===== config.mk =====
export PLATFORM = sky130hd
export DESIGN_NAME = pi_duty_regulator_with_capture_flat
export DESIGN_NICKNAME = d
export VERILOG_FILES = /design/src/hw/rtl/pdr_pkg.sv /design/src/hw/rtl/pdr_in_if.sv /design/src/hw/rtl/pdr_out_if.sv /design/src/hw/rtl/pi_duty_regulator_with_capture.sv /design/src/hw/rtl/pdr_cfg.sv /design/src/hw/rtl/pdr_front.sv /design/src/hw/rtl/pdr_pipe.sv /design/src/flat_wrapper.sv
export SDC_FILE = /design/constraint.sdc
export NUM_CORES = 2
export LEC_CHECK = 0
export ABC_AREA = 1
export BUFFER_PORTS_ARGS = -buffer_cell sky130_fd_sc_hd__buf_4
export CAP_MARGIN = 0
export CORE_ASPECT_RATIO = 2
export CORE_MARGIN = 4
export CORE_UTILIZATION = 41
export CTS_BUF_LIST = sky130_fd_sc_hd__clkbuf_4 sky130_fd_sc_hd__clkbuf_8 sky130_fd_sc_hd__clkbuf_16
export DETAILED_ROUTE_END_ITERATION = 6
export GPL_TIMING_DRIVEN = 1
export PLACE_DENSITY_LB_ADDON = 0.15
export SYNTH_ARGS = -nofsm -noshare
export SYNTH_HDL_FRONTEND = slang
export SYNTH_HIERARCHICAL = 1
export SYNTH_SLANG_ARGS = --single-unit

===== constraint.sdc =====
create_clock -name clk -period 6.05 [get_ports clk]
set_clock_uncertainty 0.2 [all_clocks]
set_input_delay 0.605 -clock clk [delete_from_list [all_inputs] [get_ports clk]]
set_output_delay 0.605 -clock clk [all_outputs]
set_load 0.02 [all_outputs]

===== src/hw/rtl/pdr_pkg.sv =====
// shared types and constants for the pi duty regulator with capture
// no dependencies; imported by every module of the block
package pdr_pkg;

	localparam int WAVE_LENGTH      = 1000;
	localparam int CAPTURE_POINTS   = 200;
	localparam int DECIMATION_RATIO = 10;

	localparam int WAVE_W  = $clog2(WAVE_LENGTH);
	localparam int DEC_W   = $clog2(DECIMATION_RATIO + 1);
	localparam int WAVE_HALF = WAVE_LENGTH / 2;

	localparam int SAMPLE_W   = 10;
	localparam int GAIN_W     = 16;
	localparam int PERIOD_W   = 16;
	localparam int DUTY_W     = 7;
	localparam int INDEX_W    = 8;
	localparam int ERR_W      = SAMPLE_W + 1;
	localparam int INTEG_W    = 24;
	localparam int PROD_P_W   = GAIN_W + ERR_W;
	localparam int PROD_I_W   = GAIN_W + INTEG_W;
	localparam int ACC_W      = PROD_I_W + 1;
	localparam int CMP_PROD_W = DUTY_W + PERIOD_W;

	localparam int DUTY_OFFSET = 50;
	localparam int DUTY_MAX    = 100;

	// floor(m / 100) as (m * RECIP_C) >> RECIP_SH, exact for m < 2^23
	localparam int RECIP_SH = 30;
	localparam longint RECIP_C = ((64'd1 << RECIP_SH) + 64'd99) / 64'd100;
	localparam int RECIP_W  = 24;
	localparam int SCALE_W  = CMP_PROD_W + RECIP_W;

	localparam int CFG_IDX_W  = 3;
	localparam int CFG_DATA_W = 16;

	typedef enum logic [CFG_IDX_W-1:0] {
		REG_GAIN_P     = 3'd0,
		REG_GAIN_I     = 3'd1,
		REG_REF_HIGH   = 3'd2,
		REG_REF_LOW    = 3'd3,
		REG_PWM_PERIOD = 3'd4
	} reg_idx_t;

	localparam logic [SAMPLE_W-1:0] REF_HIGH_RST   = 10'd800;
	localparam logic [SAMPLE_W-1:0] REF_LOW_RST    = 10'd200;
	localparam logic [PERIOD_W-1:0] PWM_PERIOD_RST = 16'd3999;

	typedef struct packed {
		logic signed [GAIN_W-1:0]   gain_p;
		logic signed [GAIN_W-1:0]   gain_i;
		logic        [SAMPLE_W-1:0] ref_high;
		logic        [SAMPLE_W-1:0] ref_low;
		logic        [PERIOD_W-1:0] pwm_period;
	} cfg_t;

	typedef struct packed {
		logic                valid;
		logic [SAMPLE_W-1:0] measure;
		logic [SAMPLE_W-1:0] reference;
		logic [INDEX_W-1:0]  index;
		logic                done;
	} cap_t;

	typedef struct packed {
		logic signed [ERR_W-1:0]   err;
		logic signed [INTEG_W-1:0] integ;
		cap_t                      cap;
	} tick_t;

endpackage


===== src/hw/rtl/pdr_in_if.sv =====
// input channel of the regulator: action and converter sample
// no dependencies
interface pdr_in_if;
	logic       valid;
	logic       ready;
	logic       action;
	logic [9:0] adc_sample;

	modport source (output valid, output action, output adc_sample, input ready);
	modport sink (input valid, input action, input adc_sample, output ready);
endinterface


===== src/hw/rtl/pdr_out_if.sv =====
// result channel of the regulator: compare value, duty and capture point
// no dependencies
interface pdr_out_if;
	logic        valid;
	logic        ready;
	logic [15:0] pwm_compare;
	logic [6:0]  duty_percent;
	logic        capture_valid;
	logic [9:0]  captured_measure;
	logic [9:0]  captured_reference;
	logic [7:0]  capture_index;
	logic        capture_done;

	modport source (output valid, output pwm_compare, output duty_percent,
		output capture_valid, output captured_measure, output captured_reference,
		output capture_index, output capture_done, input ready);
	modport sink (input valid, input pwm_compare, input duty_percent,
		input capture_valid, input captured_measure, input captured_reference,
		input capture_index, input capture_done, output ready);
endinterface


===== src/hw/rtl/pi_duty_regulator_with_capture.sv =====
// pi duty regulator with decimated capture: top level, joins config, front and pipe
// depends on pdr_pkg, pdr_in_if, pdr_out_if, pdr_cfg, pdr_front, pdr_pipe
// tick beats pass registers s1, s2, s3, s4, s5 to the result; arm beats give none
// one beat per cycle unless result.ready stalls; the integral updates in each tick
// reset: arst_n clears all control state and loads register defaults at once
module pi_duty_regulator_with_capture (
	input  logic                           clk,
	input  logic                           arst_n,
	pdr_in_if.sink                         item,
	pdr_out_if.source                      result,
	input  logic                           cfg_wr_en,
	input  logic [pdr_pkg::CFG_IDX_W-1:0]  cfg_idx,
	input  logic [pdr_pkg::CFG_DATA_W-1:0] cfg_wdata
);
	import pdr_pkg::*;

	cfg_t  cfg;
	tick_t tick;
	logic  tick_valid;
	logic  take;

	pdr_cfg u_cfg (
		.clk    (clk),
		.arst_n (arst_n),
		.wr_en  (cfg_wr_en),
		.idx    (cfg_idx),
		.wdata  (cfg_wdata),
		.cfg    (cfg)
	);

	pdr_front u_front (
		.clk        (clk),
		.arst_n     (arst_n),
		.cfg        (cfg),
		.item       (item),
		.tick_valid (tick_valid),
		.tick       (tick),
		.take       (take)
	);

	pdr_pipe u_pipe (
		.clk        (clk),
		.arst_n     (arst_n),
		.cfg        (cfg),
		.tick_valid (tick_valid),
		.tick       (tick),
		.take       (take),
		.result     (result)
	);
endmodule


===== src/hw/rtl/pdr_cfg.sv =====
// configuration register file: gains, reference levels, pwm period
// depends on pdr_pkg
module pdr_cfg (
	input  logic                           clk,
	input  logic                           arst_n,
	input  logic                           wr_en,
	input  logic [pdr_pkg::CFG_IDX_W-1:0]  idx,
	input  logic [pdr_pkg::CFG_DATA_W-1:0] wdata,
	output pdr_pkg::cfg_t                  cfg
);
	import pdr_pkg::*;

	cfg_t cfg_q;

	always_ff @(posedge clk or negedge arst_n) begin
		if (!arst_n) begin
			cfg_q.gain_p     <= '0;
			cfg_q.gain_i     <= '0;
			cfg_q.ref_high   <= REF_HIGH_RST;
			cfg_q.ref_low    <= REF_LOW_RST;
			cfg_q.pwm_period <= PWM_PERIOD_RST;
		end else if (wr_en) begin
			unique case (idx)
				REG_GAIN_P:     cfg_q.gain_p     <= $signed(wdata[GAIN_W-1:0]);
				REG_GAIN_I:     cfg_q.gain_i     <= $signed(wdata[GAIN_W-1:0]);
				REG_REF_HIGH:   cfg_q.ref_high   <= wdata[SAMPLE_W-1:0];
				REG_REF_LOW:    cfg_q.ref_low    <= wdata[SAMPLE_W-1:0];
				REG_PWM_PERIOD: cfg_q.pwm_period <= wdata[PERIOD_W-1:0];
				default: ;
			endcase
		end
	end

	assign cfg = cfg_q;
endmodule


===== src/hw/rtl/pdr_front.sv =====
// input stage: reference wave, saturating integral and capture sequencing
// depends on pdr_pkg and pdr_in_if
module pdr_front (
	input  logic          clk,
	input  logic          arst_n,
	input  pdr_pkg::cfg_t cfg,
	pdr_in_if.sink        item,
	output logic          tick_valid,
	output pdr_pkg::tick_t tick,
	input  logic          take
);
	import pdr_pkg::*;

	logic [WAVE_W-1:0]  wave_pos_q;
	logic [INTEG_W-1:0] integ_q;
	logic [DEC_W-1:0]   dec_cnt_q;
	logic [INDEX_W-1:0] point_cnt_q;
	logic               capturing_q;
	logic               v_s1;
	tick_t              tick_s1;

	logic                      accept;
	logic                      tick_acc;
	logic                      arm_acc;
	logic [SAMPLE_W-1:0]       reference;
	logic signed [ERR_W-1:0]   err;
	logic signed [INTEG_W:0]   integ_sum;
	logic signed [INTEG_W-1:0] integ_next;
	logic                      cap_point;
	logic                      cap_last;

	assign item.ready = !v_s1 || take;
	assign accept     = item.valid && item.ready;
	assign tick_acc   = accept && !item.action;
	assign arm_acc    = accept && item.action;

	assign reference = (wave_pos_q < WAVE_W'(WAVE_HALF)) ? cfg.ref_high : cfg.ref_low;
	assign err = $signed({1'b0, reference}) - $signed({1'b0, item.adc_sample});
	assign integ_sum = (INTEG_W + 1)'($signed(integ_q)) + (INTEG_W + 1)'(err);

	// clip to the signed 24-bit range
	always_comb begin
		if (integ_sum[INTEG_W] != integ_sum[INTEG_W-1]) begin
			integ_next = integ_sum[INTEG_W] ? {1'b1, {(INTEG_W-1){1'b0}}}
				: {1'b0, {(INTEG_W-1){1'b1}}};
		end else begin
			integ_next = integ_sum[INTEG_W-1:0];
		end
	end

	assign cap_point = capturing_q && (dec_cnt_q == DEC_W'(DECIMATION_RATIO - 1));
	assign cap_last  = cap_point && (point_cnt_q == INDEX_W'(CAPTURE_POINTS - 1));

	always_ff @(posedge clk or negedge arst_n) begin
		if (!arst_n) begin
			wave_pos_q  <= '0;
			integ_q     <= '0;
			dec_cnt_q   <= '0;
			point_cnt_q <= '0;
			capturing_q <= 1'b0;
			v_s1        <= 1'b0;
		end else begin
			if (tick_acc) begin
				v_s1 <= 1'b1;
			end else if (take) begin
				v_s1 <= 1'b0;
			end
			if (arm_acc) begin
				capturing_q <= 1'b1;
			end
			if (tick_acc) begin
				integ_q <= integ_next;
				wave_pos_q <= (wave_pos_q == WAVE_W'(WAVE_LENGTH - 1)) ? '0
					: wave_pos_q + 1'b1;
				if (capturing_q) begin
					dec_cnt_q <= cap_point ? '0 : dec_cnt_q + 1'b1;
				end
				if (cap_point) begin
					point_cnt_q <= cap_last ? '0 : point_cnt_q + 1'b1;
				end
				if (cap_last) begin
					capturing_q <= 1'b0;
				end
			end
		end
	end

	always_ff @(posedge clk) begin
		if (tick_acc) begin
			tick_s1.err   <= err;
			tick_s1.integ <= integ_next;
			tick_s1.cap.valid     <= cap_point;
			tick_s1.cap.measure   <= cap_point ? item.adc_sample : '0;
			tick_s1.cap.reference <= cap_point ? reference : '0;
			tick_s1.cap.index     <= cap_point ? point_cnt_q : '0;
			tick_s1.cap.done      <= cap_last;
		end
	end

	assign tick_valid = v_s1;
	assign tick       = tick_s1;

`ifndef NO_ASSERTIONS
	a_run_ends_on_last_point: assert property (@(posedge clk) disable iff (!arst_n)
		$fell(capturing_q) |-> $past(tick_acc && cap_last))
		else $error("capture run ended without its last point");
	a_point_count_range: assert property (@(posedge clk) disable iff (!arst_n)
		point_cnt_q <= INDEX_W'(CAPTURE_POINTS - 1))
		else $error("point count past end of run");
`endif
endmodule


===== src/hw/rtl/pdr_pipe.sv =====
// pi law and compare scaling: products, duty clamp, compare product, result register
// depends on pdr_pkg and pdr_out_if
module pdr_pipe (
	input  logic           clk,
	input  logic           arst_n,
	input  pdr_pkg::cfg_t  cfg,
	input  logic           tick_valid,
	input  pdr_pkg::tick_t tick,
	output logic           take,
	pdr_out_if.source      result
);
	import pdr_pkg::*;

	logic v_s2, v_s3, v_s4, v_s5;
	logic en2, en3, en4, en5;

	logic signed [PROD_P_W-1:0] prod_p_s2;
	logic signed [PROD_I_W-1:0] prod_i_s2;
	cap_t                       cap_s2;

	logic [DUTY_W-1:0] duty_s3;
	logic [DUTY_W-1:0] dprev_s3;
	cap_t              cap_s3;
	logic [DUTY_W-1:0] duty_held_q;

	logic [CMP_PROD_W-1:0] cmp_prod_s4;
	logic [DUTY_W-1:0]     duty_s4;
	cap_t                  cap_s4;

	logic [PERIOD_W-1:0] compare_s5;
	logic [DUTY_W-1:0]   duty_s5;
	cap_t                cap_s5;

	logic signed [ACC_W-1:0]   acc;
	logic signed [ACC_W-1:0]   acc_rnd;
	logic signed [ACC_W-9:0]   quot;
	logic signed [ACC_W-8:0]   u;
	logic [DUTY_W-1:0]         duty;
	logic [SCALE_W-1:0]        scaled;

	assign en5  = !v_s5 || result.ready;
	assign en4  = !v_s4 || en5;
	assign en3  = !v_s3 || en4;
	assign en2  = !v_s2 || en3;
	assign take = tick_valid && en2;

	// sum of terms, divided by 256 toward zero, offset and clamped
	assign acc     = ACC_W'(prod_p_s2) + ACC_W'(prod_i_s2);
	assign acc_rnd = acc + (acc[ACC_W-1] ? ACC_W'(255) : ACC_W'(0));
	assign quot    = acc_rnd[ACC_W-1:8];
	assign u       = (ACC_W-7)'(quot) + (ACC_W-7)'(DUTY_OFFSET);

	always_comb begin
		priority if (u > (ACC_W-7)'(DUTY_MAX)) begin
			duty = DUTY_W'(DUTY_MAX);
		end else if (u < 0) begin
			duty = '0;
		end else begin
			duty = u[DUTY_W-1:0];
		end
	end

	assign scaled = SCALE_W'(cmp_prod_s4) * SCALE_W'(RECIP_C);

	always_ff @(posedge clk or negedge arst_n) begin
		if (!arst_n) begin
			v_s2 <= 1'b0;
			v_s3 <= 1'b0;
			v_s4 <= 1'b0;
			v_s5 <= 1'b0;
			duty_held_q <= '0;
		end else begin
			if (en2) v_s2 <= tick_valid;
			if (en3) v_s3 <= v_s2;
			if (en4) v_s4 <= v_s3;
			if (en5) v_s5 <= v_s4;
			if (en3 && v_s2) duty_held_q <= duty;
		end
	end

	always_ff @(posedge clk) begin
		if (en2) begin
			prod_p_s2 <= PROD_P_W'(cfg.gain_p) * PROD_P_W'(tick.err);
			prod_i_s2 <= PROD_I_W'(cfg.gain_i) * PROD_I_W'(tick.integ);
			cap_s2    <= tick.cap;
		end
		if (en3) begin
			duty_s3  <= duty;
			dprev_s3 <= duty_held_q;
			cap_s3   <= cap_s2;
		end
		if (en4) begin
			cmp_prod_s4 <= CMP_PROD_W'(dprev_s3) * CMP_PROD_W'(cfg.pwm_period);
			duty_s4     <= duty_s3;
			cap_s4      <= cap_s3;
		end
		if (en5) begin
			compare_s5 <= scaled[RECIP_SH +: PERIOD_W];
			duty_s5    <= duty_s4;
			cap_s5     <= cap_s4;
		end
	end

	assign result.valid              = v_s5;
	assign result.pwm_compare        = compare_s5;
	assign result.duty_percent       = duty_s5;
	assign result.capture_valid      = cap_s5.valid;
	assign result.captured_measure   = cap_s5.measure;
	assign result.captured_reference = cap_s5.reference;
	assign result.capture_index      = cap_s5.index;
	assign result.capture_done       = cap_s5.done;

`ifndef NO_ASSERTIONS
	a_duty_range: assert property (@(posedge clk) disable iff (!arst_n)
		result.valid |-> result.duty_percent <= DUTY_W'(DUTY_MAX))
		else $error("duty beat out of range");
	a_done_has_point: assert property (@(posedge clk) disable iff (!arst_n)
		result.valid && result.capture_done |-> result.capture_valid)
		else $error("end of run without a capture point");
	a_held_duty_follows: assert property (@(posedge clk) disable iff (!arst_n)
		en3 && v_s2 |=> duty_held_q == duty_s3)
		else $error("held duty differs from last computed duty");
`endif
endmodule


===== src/flat_wrapper.sv =====
// flat-port wrapper written by rule: the top's interface ports become plain ports
module pi_duty_regulator_with_capture_flat import pdr_pkg::*;
  (clk, arst_n, cfg_wr_en, cfg_idx, cfg_wdata, item_valid, item_action, item_adc_sample, item_ready, result_valid, result_pwm_compare, result_duty_percent, result_capture_valid, result_captured_measure, result_captured_reference, result_capture_index, result_capture_done, result_ready);
  pdr_in_if item_i ();
  pdr_out_if result_i ();
  input  logic clk;
  input  logic arst_n;
  input  logic cfg_wr_en;
  input  logic [pdr_pkg::CFG_IDX_W-1:0] cfg_idx;
  input  logic [pdr_pkg::CFG_DATA_W-1:0] cfg_wdata;
  input wire logic [$bits(item_i.valid)-1:0] item_valid;
  input wire logic [$bits(item_i.action)-1:0] item_action;
  input wire logic [$bits(item_i.adc_sample)-1:0] item_adc_sample;
  output wire logic [$bits(item_i.ready)-1:0] item_ready;
  output wire logic [$bits(result_i.valid)-1:0] result_valid;
  output wire logic [$bits(result_i.pwm_compare)-1:0] result_pwm_compare;
  output wire logic [$bits(result_i.duty_percent)-1:0] result_duty_percent;
  output wire logic [$bits(result_i.capture_valid)-1:0] result_capture_valid;
  output wire logic [$bits(result_i.captured_measure)-1:0] result_captured_measure;
  output wire logic [$bits(result_i.captured_reference)-1:0] result_captured_reference;
  output wire logic [$bits(result_i.capture_index)-1:0] result_capture_index;
  output wire logic [$bits(result_i.capture_done)-1:0] result_capture_done;
  input wire logic [$bits(result_i.ready)-1:0] result_ready;
  assign item_i.valid = item_valid;
  assign item_i.action = item_action;
  assign item_i.adc_sample = item_adc_sample;
  assign item_ready = item_i.ready;
  assign result_valid = result_i.valid;
  assign result_pwm_compare = result_i.pwm_compare;
  assign result_duty_percent = result_i.duty_percent;
  assign result_capture_valid = result_i.capture_valid;
  assign result_captured_measure = result_i.captured_measure;
  assign result_captured_reference = result_i.captured_reference;
  assign result_capture_index = result_i.capture_index;
  assign result_capture_done = result_i.capture_done;
  assign result_i.ready = result_ready;
  pi_duty_regulator_with_capture u_core (.clk(clk), .arst_n(arst_n), .item(item_i), .result(result_i), .cfg_wr_en(cfg_wr_en), .cfg_idx(cfg_idx), .cfg_wdata(cfg_wdata));
endmodule

# After elaboration in Yosys (flattened, before gate mapping)

Cells that the tools add are included.

Register bits after elaboration: 446
Bits of input ports: 35
Output and inout bits: 55
Word-level logic and storage cells: 115

Add/subtract/negate cells: 8
Multiply operators: 4
Magnitude comparators: 3
Equality and inequality tests: 8
Muxes and demuxes: 14
Reductions and logical operators: 27

Operator list:

| operator                                            | count |
|---|---|
| two-way mux 24 bit                                  | 2 |
| multiplier 23 x 24 -> 46 bit, second input constant | 1 |
| adder 27 x 40 -> 41 bit                             | 1 |
| adder 41 x 9 -> 41 bit                              | 1 |
| multiplier 16 x 24 -> 40 bit                        | 1 |
| adder 33 x 7 -> 34 bit, second input constant       | 1 |
| > comparator 34 x 8 -> 1 bit, second input constant | 1 |
| < comparator 34 x 1 -> 1 bit, second input constant | 1 |
| multiplier 16 x 11 -> 27 bit                        | 1 |
| adder 24 x 11 -> 25 bit                             | 1 |
| multiplier 7 x 16 -> 23 bit                         | 1 |
| two-way mux 10 bit                                  | 2 |
| two-way mux 8 bit                                   | 2 |
| two-way mux 7 bit                                   | 2 |
| AND reduction 2 bit                                 | 7 |
| subtractor 10 x 10 -> 11 bit                        | 1 |
| adder 10 x 1 -> 10 bit, second input constant       | 1 |
| == test 10 bit, second input constant               | 1 |
| < comparator 10 x 9 -> 1 bit, second input constant | 1 |
| adder 8 x 1 -> 8 bit, second input constant         | 1 |
| == test 8 bit, second input constant                | 1 |
| logical AND 1 bit                                   | 7 |
| == test 3 x 2 -> 1 bit, second input constant       | 2 |
| logical NOT 1 bit                                   | 6 |
| other kinds (10)                                    | 18 |

# Logic depth before layout (Yosys ltp)

Depth after elaboration: 12
Mapped depth: 41
Mapped depth without buffers: 40

# Cells and area by module

Netlist, hierarchy kept.

Modules (own cells, without submodules):

| module    | instances | cells each | area each (µm²) | seq. area each (µm²) |
|---|---|---|---|---|
| pdr_pipe  | 1         | 5427       | 46562.2         | 7902.6 |
| pdr_front | 1         | 814        | 6727.7          | 3153.0 |
| pdr_cfg   | 1         | 304        | 2781.4          | 1721.7 |

# Worst setup path before layout

Ideal clock, no wire load.

Path kind: input -> register
From: input result_ready
To: register u_core/u_pipe/cap_s2[0] in the netlist's numbering (enable)
Setup time: 0.451 ns
Data arrival time: 6.134 ns
Data required time: 5.399 ns
Path slack: -0.735 ns
Stages: 8
Path buffers: 0
Path through: nor2_1 > inv_1 > nor2_1 > inv_1 > nor2_1 > inv_1 > nor2_1 > inv_1

Longest elaborated chain between the ends: 4

RTL lines:

| element               | RTL line           | RTL |
|---|---|---|
| from (decl)           | flat_wrapper.sv:23 | `input wire logic [$bits(result_i.ready)-1:0] result_ready;` |
| logical OR 1 bit      | pdr_pipe.sv:41     | `assign en5 = !v_s5 \|\| result.ready;` |
| net u_core.u_pipe.en5 | pdr_pipe.sv:15     | `logic en2, en3, en4, en5;` |
| logical OR 1 bit      | pdr_pipe.sv:42     | `assign en4 = !v_s4 \|\| en5;` |
| net u_core.u_pipe.en4 | pdr_pipe.sv:15     |  |
| logical OR 1 bit      | pdr_pipe.sv:43     | `assign en3 = !v_s3 \|\| en4;` |
| net u_core.u_pipe.en3 | pdr_pipe.sv:15     |  |
| logical OR 1 bit      | pdr_pipe.sv:44     | `assign en2 = !v_s2 \|\| en3;` |
| to (signal assigned)  | pdr_pipe.sv:85     | `cap_s2 <= tick.cap;` |
| to (decl)             | pdr_pipe.sv:19     | `cap_t cap_s2;` |

The timed path passes the listed nets, and every way through them passes these cells.
A chain may end at the register's enable or synchronous reset.

# Worst setup path after layout

From: register u_core.u_pipe.cmp_prod_s4[13]
To: register u_core.u_pipe.compare_s5[14], in the netlist u_core/u_pipe/result.pwm_compare[14], data pin

Longest elaborated chain between the ends: 1

RTL lines:

| element                      | RTL line       | RTL |
|---|---|---|
| from (decl)                  | pdr_pipe.sv:26 | `logic [CMP_PROD_W-1:0] cmp_prod_s4;` |
| from (signal assigned)       | pdr_pipe.sv:93 | `cmp_prod_s4 <= CMP_PROD_W'(dprev_s3) * CMP_PROD_W'(cfg.pwm_period);` |
| multiplier 23 x 24 -> 46 bit | pdr_pipe.sv:63 | `assign scaled = SCALE_W'(cmp_prod_s4) * SCALE_W'(RECIP_C);` |
| net u_core.u_pipe.scaled[44] | pdr_pipe.sv:39 | `logic [SCALE_W-1:0] scaled;` |
| to (signal assigned)         | pdr_pipe.sv:98 | `compare_s5 <= scaled[RECIP_SH +: PERIOD_W];` |
| to (decl)                    | pdr_pipe.sv:30 | `logic [PERIOD_W-1:0] compare_s5;` |

The timed path passes the listed nets, and every way through them passes these cells.

==> run_results.csv <==
group,metric,value,unit
setup_path,end_kind,"flip-flop",
logic_synthesis,yosysMostFrequentCell,"nand2_1",
layout,fin_util,49.5,%
global_route,antenna_found_initial,1,
min_path,min_path_cells,3,
sta,fin_crit,6.40,ns
logic_synthesis,synth_seq_cells,446,
status,status,"finished, violations left",
drt,vias,44300,
drt,firstDrtPassIters,7,
sta,drv_slew,0,
sta,finalCritPeriodShare,106,%
floorplan,die_y,531,um
clock_tree,cts_buffers,47,
logic_synthesis,synth.distinct_cells,63,
global_route,grt_pass1_wl,267000,um
setup_path,critPathMaxStageDelay,0.60,ns
clock_tree,clock_latency,0.63,ns
sta,setup_ws,-0.348,ns
global_route,grt_max_degree,77,
min_path,hold_class,"input pin to flip-flop",
floorplan,die_w,269,um
setup_path,critPathArrivalTime,6.57,ns
setup_path,r2r_slack,-0.35,ns
layout,syn2layout_area_growth,19.8,%
setup_path,crit_top_cell,"fa_2",
placement,port_buffers,89,
sta,hold_viol_final,0,
logic_synthesis,seq_area_frac_synth,22.8,%
global_route,grt_pass1_vias,48700,
logic_synthesis,ys_warn_count,6,
setup_path,path_cells,"fa_1, inv_2, fa_2, inv_2, fa_2, inv_2, fa_2, inv_1, fa_2, fa_2, ha_1, ha_4, a21oi_2, nor2_1, o21ai_1, o211ai_1, a21oi_1, nand2_2, nand2_1, o211ai_1, a31oi_1, buf_4, o31ai_2, xor2_1",
setup_path,critical_path_class,"flip-flop to flip-flop",
clock_tree,cts.htree.levels,2,
layout,num-nets-final,8571,
logic_synthesis,synth.net_count,7895,
setup_path,r2r-end,"u_core/u_pipe/result.pwm_compare[14]",
placement,gp_congestion,0.950,
setup_path,r2r_start,"u_core/u_pipe/cmp_prod_s4[13]",
clock_tree,cts_tree,"yes",
placement,dpl_worst_slack,-0.914,ns
layout,layout-drive-gt1-share,18.3,%
sta,rsz0062_at_grt,"true",
clock_tree,clock_sinks,446,
logic_synthesis,ys.flop_type,"edfxtp_1",
drt,via_per_inst,4.92,
drt,wl,171000,um
floorplan,rows,191,
logic_synthesis,netlist.top_cell.by_area,"fa_1",
setup_path,crit_path_end,"u_core/u_pipe/result.pwm_compare[14]",
setup_path,crit_path_top_delay_cell,"fa_1",
floorplan,io_pins,90,
drt,drcViolationCount,1,
setup_path,r2r_cells,24,
drt,postRouteAntennaNets,0,
logic_synthesis,syn_area,0.0561,sq mm
sta,setup_viol_count_final,28,
sta,fin_worst_hold_slack,0.0469,ns
clock_tree,clk_path_buf_depth,3,
drt,wire_per_inst,19.1,um
floorplan,coreArea,0.136,sq mm
logic_synthesis,synth_cells,6545,
floorplan,dieArea,0.143,sq mm
logic_synthesis,synth_top_area_share,28.7,%
sta,worst_pin_slew,0.867,ns
clock_tree,cts-root-buf,"clkbuf_16",
sta,fmax,156,MHz
logic_synthesis,synthTopCellsByCount,"nand2_1 (1,696), inv_1 (1,557), fa_1 (803)",
global_route,grt_overflow,0,
setup_path,cp_max_fo,3,
placement,dp_hpwl,148000,um
logic_synthesis,synth_edf_count,319,
floorplan,start_util,41.3,%
job,cap_violations,0,
logic_synthesis,synth.avg_cell_area,8.57,sq um
setup_path,cp.required,6.22,ns
drt,drt-initial-drc-count,1773,
logic_synthesis,async_reset_ff_share,28.5,%
setup_path,critPathLaunchType,"flip-flop",
sta,slew-limit-headroom,42.1,%
setup_path,cp-startpoint,"u_core/u_pipe/cmp_prod_s4[13]",
clock_tree,path_clk_slew,0.07,ns
logic_synthesis,synthTopCellsByArea,"fa_1 (29%), edfxtp_1 (17%), ha_1 (11%)",
status,violations,"design-rule violations, negative setup slack",
global_route,grtUsageTotal,24.2,%
## metal layers
metal	GRT usage, %	wire length, um	up-vias
li1	-	-	21100
met1	21.9	54400	21600
met2	50.3	98600	988
met3	1.79	4330	518
met4	16.3	14100	0
met5	0	0	-
## worst max-delay path, delay by kind of cell (launching register included)
kind	cells	cell delay, ns
adders and majority gates	8	3.79
DFF	1	0.42
and+or+nand+nor	3	0.22
xor gates and xnor gates	1	0.15
AOI/OAI and AO/OA	7	1.00
buffers and inverters	5	0.35
## layout make-up
class                      count  area, sq um
fill                       13200        68600
tap                         1737         2170
timing repair buffer         768         6410
sequential                   446        12800
clock buffer                  60         1320
inverter                    1574         5920
multi-input combinational   4384        38200
clock inverter                28          375
antenna                        1         2.50
## cell families (layout without fill, tap and decap cells)
logic type / count (synthesis) / in the layout / share of synthesized area, %
and+or+nand+nor: 2523 / 2523 / 19.0
buffers and inverters: 1715 / 2430 / 11.7
adders and majority gates: 1315 / 1315 / 40.1
DFF: 446 / 446 / 22.8
AOI/OAI and AO/OA: 379 / 379 / 3.84
xor gates and xnor gates: 166 / 166 / 2.63
muxes: 1 / 1 / 0.0179
other: 0 / 1 / 0
## sequential cells by signal, summed over array words and instances, names as in the netlist, 23 cells and up
signal,cells
u_core/u_cfg/cfg,68
u_core/u_front/tick,65
u_core/u_pipe/prod_i_s2,40
u_core/u_pipe/cap_s2,30
u_core/u_pipe/cap_s3,30
u_core/u_pipe/cap_s4,30
u_core/u_pipe/prod_p_s2,27
u_core/u_front/integ_q,24
u_core/u_pipe/cmp_prod_s4,23
## how the worst min path moves through the flow
stage / start / end
detailed placement: u_core/u_front/tick[3] / u_core/u_pipe/cap_s2[3]
global route: cfg_wdata[7] / u_core/u_cfg/cfg[23]
CTS: cfg_wdata[7] / u_core/u_cfg/cfg[23]
floorplan: arst_n / u_core/u_cfg/cfg[12]
global placement: u_core/u_pipe/cap_s3[8] / u_core/u_pipe/cap_s4[8]
finish: cfg_wdata[7] / u_core/u_cfg/cfg[23]
## what timing repair did
action / 4_1_cts / 5_1_grt
endpoints found under the setup margin: 39 / 60
endpoints found under the hold margin: 71 / 0
pin swaps: 123 / 155
setup buffers: 67 / 52
gates cloned: 0 / 0
gates resized for setup: 210 / 164
hold buffers: 1 / 0
## stage by stage
step | instance area (sq um) | instances | TNS (ns)
floorplan | 56300 | 6545 | -3.84
global placement | 63200 | 8815 | -12.77
detailed placement | 63200 | 8815 | -14.47
CTS | 66200 | 8965 | -3.57
global route | 67200 | 8998 | -12.21
finish | 67200 | 8998 | -4.93
## cells in the final DEF (no fill, tap or decap), drive strengths merged, types with 2 or more instances in the layout
master and instances:
a21o 12, nand3b 6, clkinv 19, o31ai 8
or2 37, o21a 4, dfstp 16, a21oi 208
a211oi 3, ha 512, nor4 7, nor3 34
o21ai 88, nand4 57, bufinv 5, o22ai 2
o211ai 6, a21boi 4, fa 803, a31oi 14
dfrtp 111, nor2 341, xnor2 53, clkinvlp 6
buf 767, inv 1572, nand2 1758, nand3 269
o41ai 3, o21bai 22, xor2 113, and2 4
clkbuf 60, edfxtp 319, and3 7
Power is left out: the tool's default activity adds up to more than one toggle a clock period on the data nets, which glitch-free logic cannot reach.
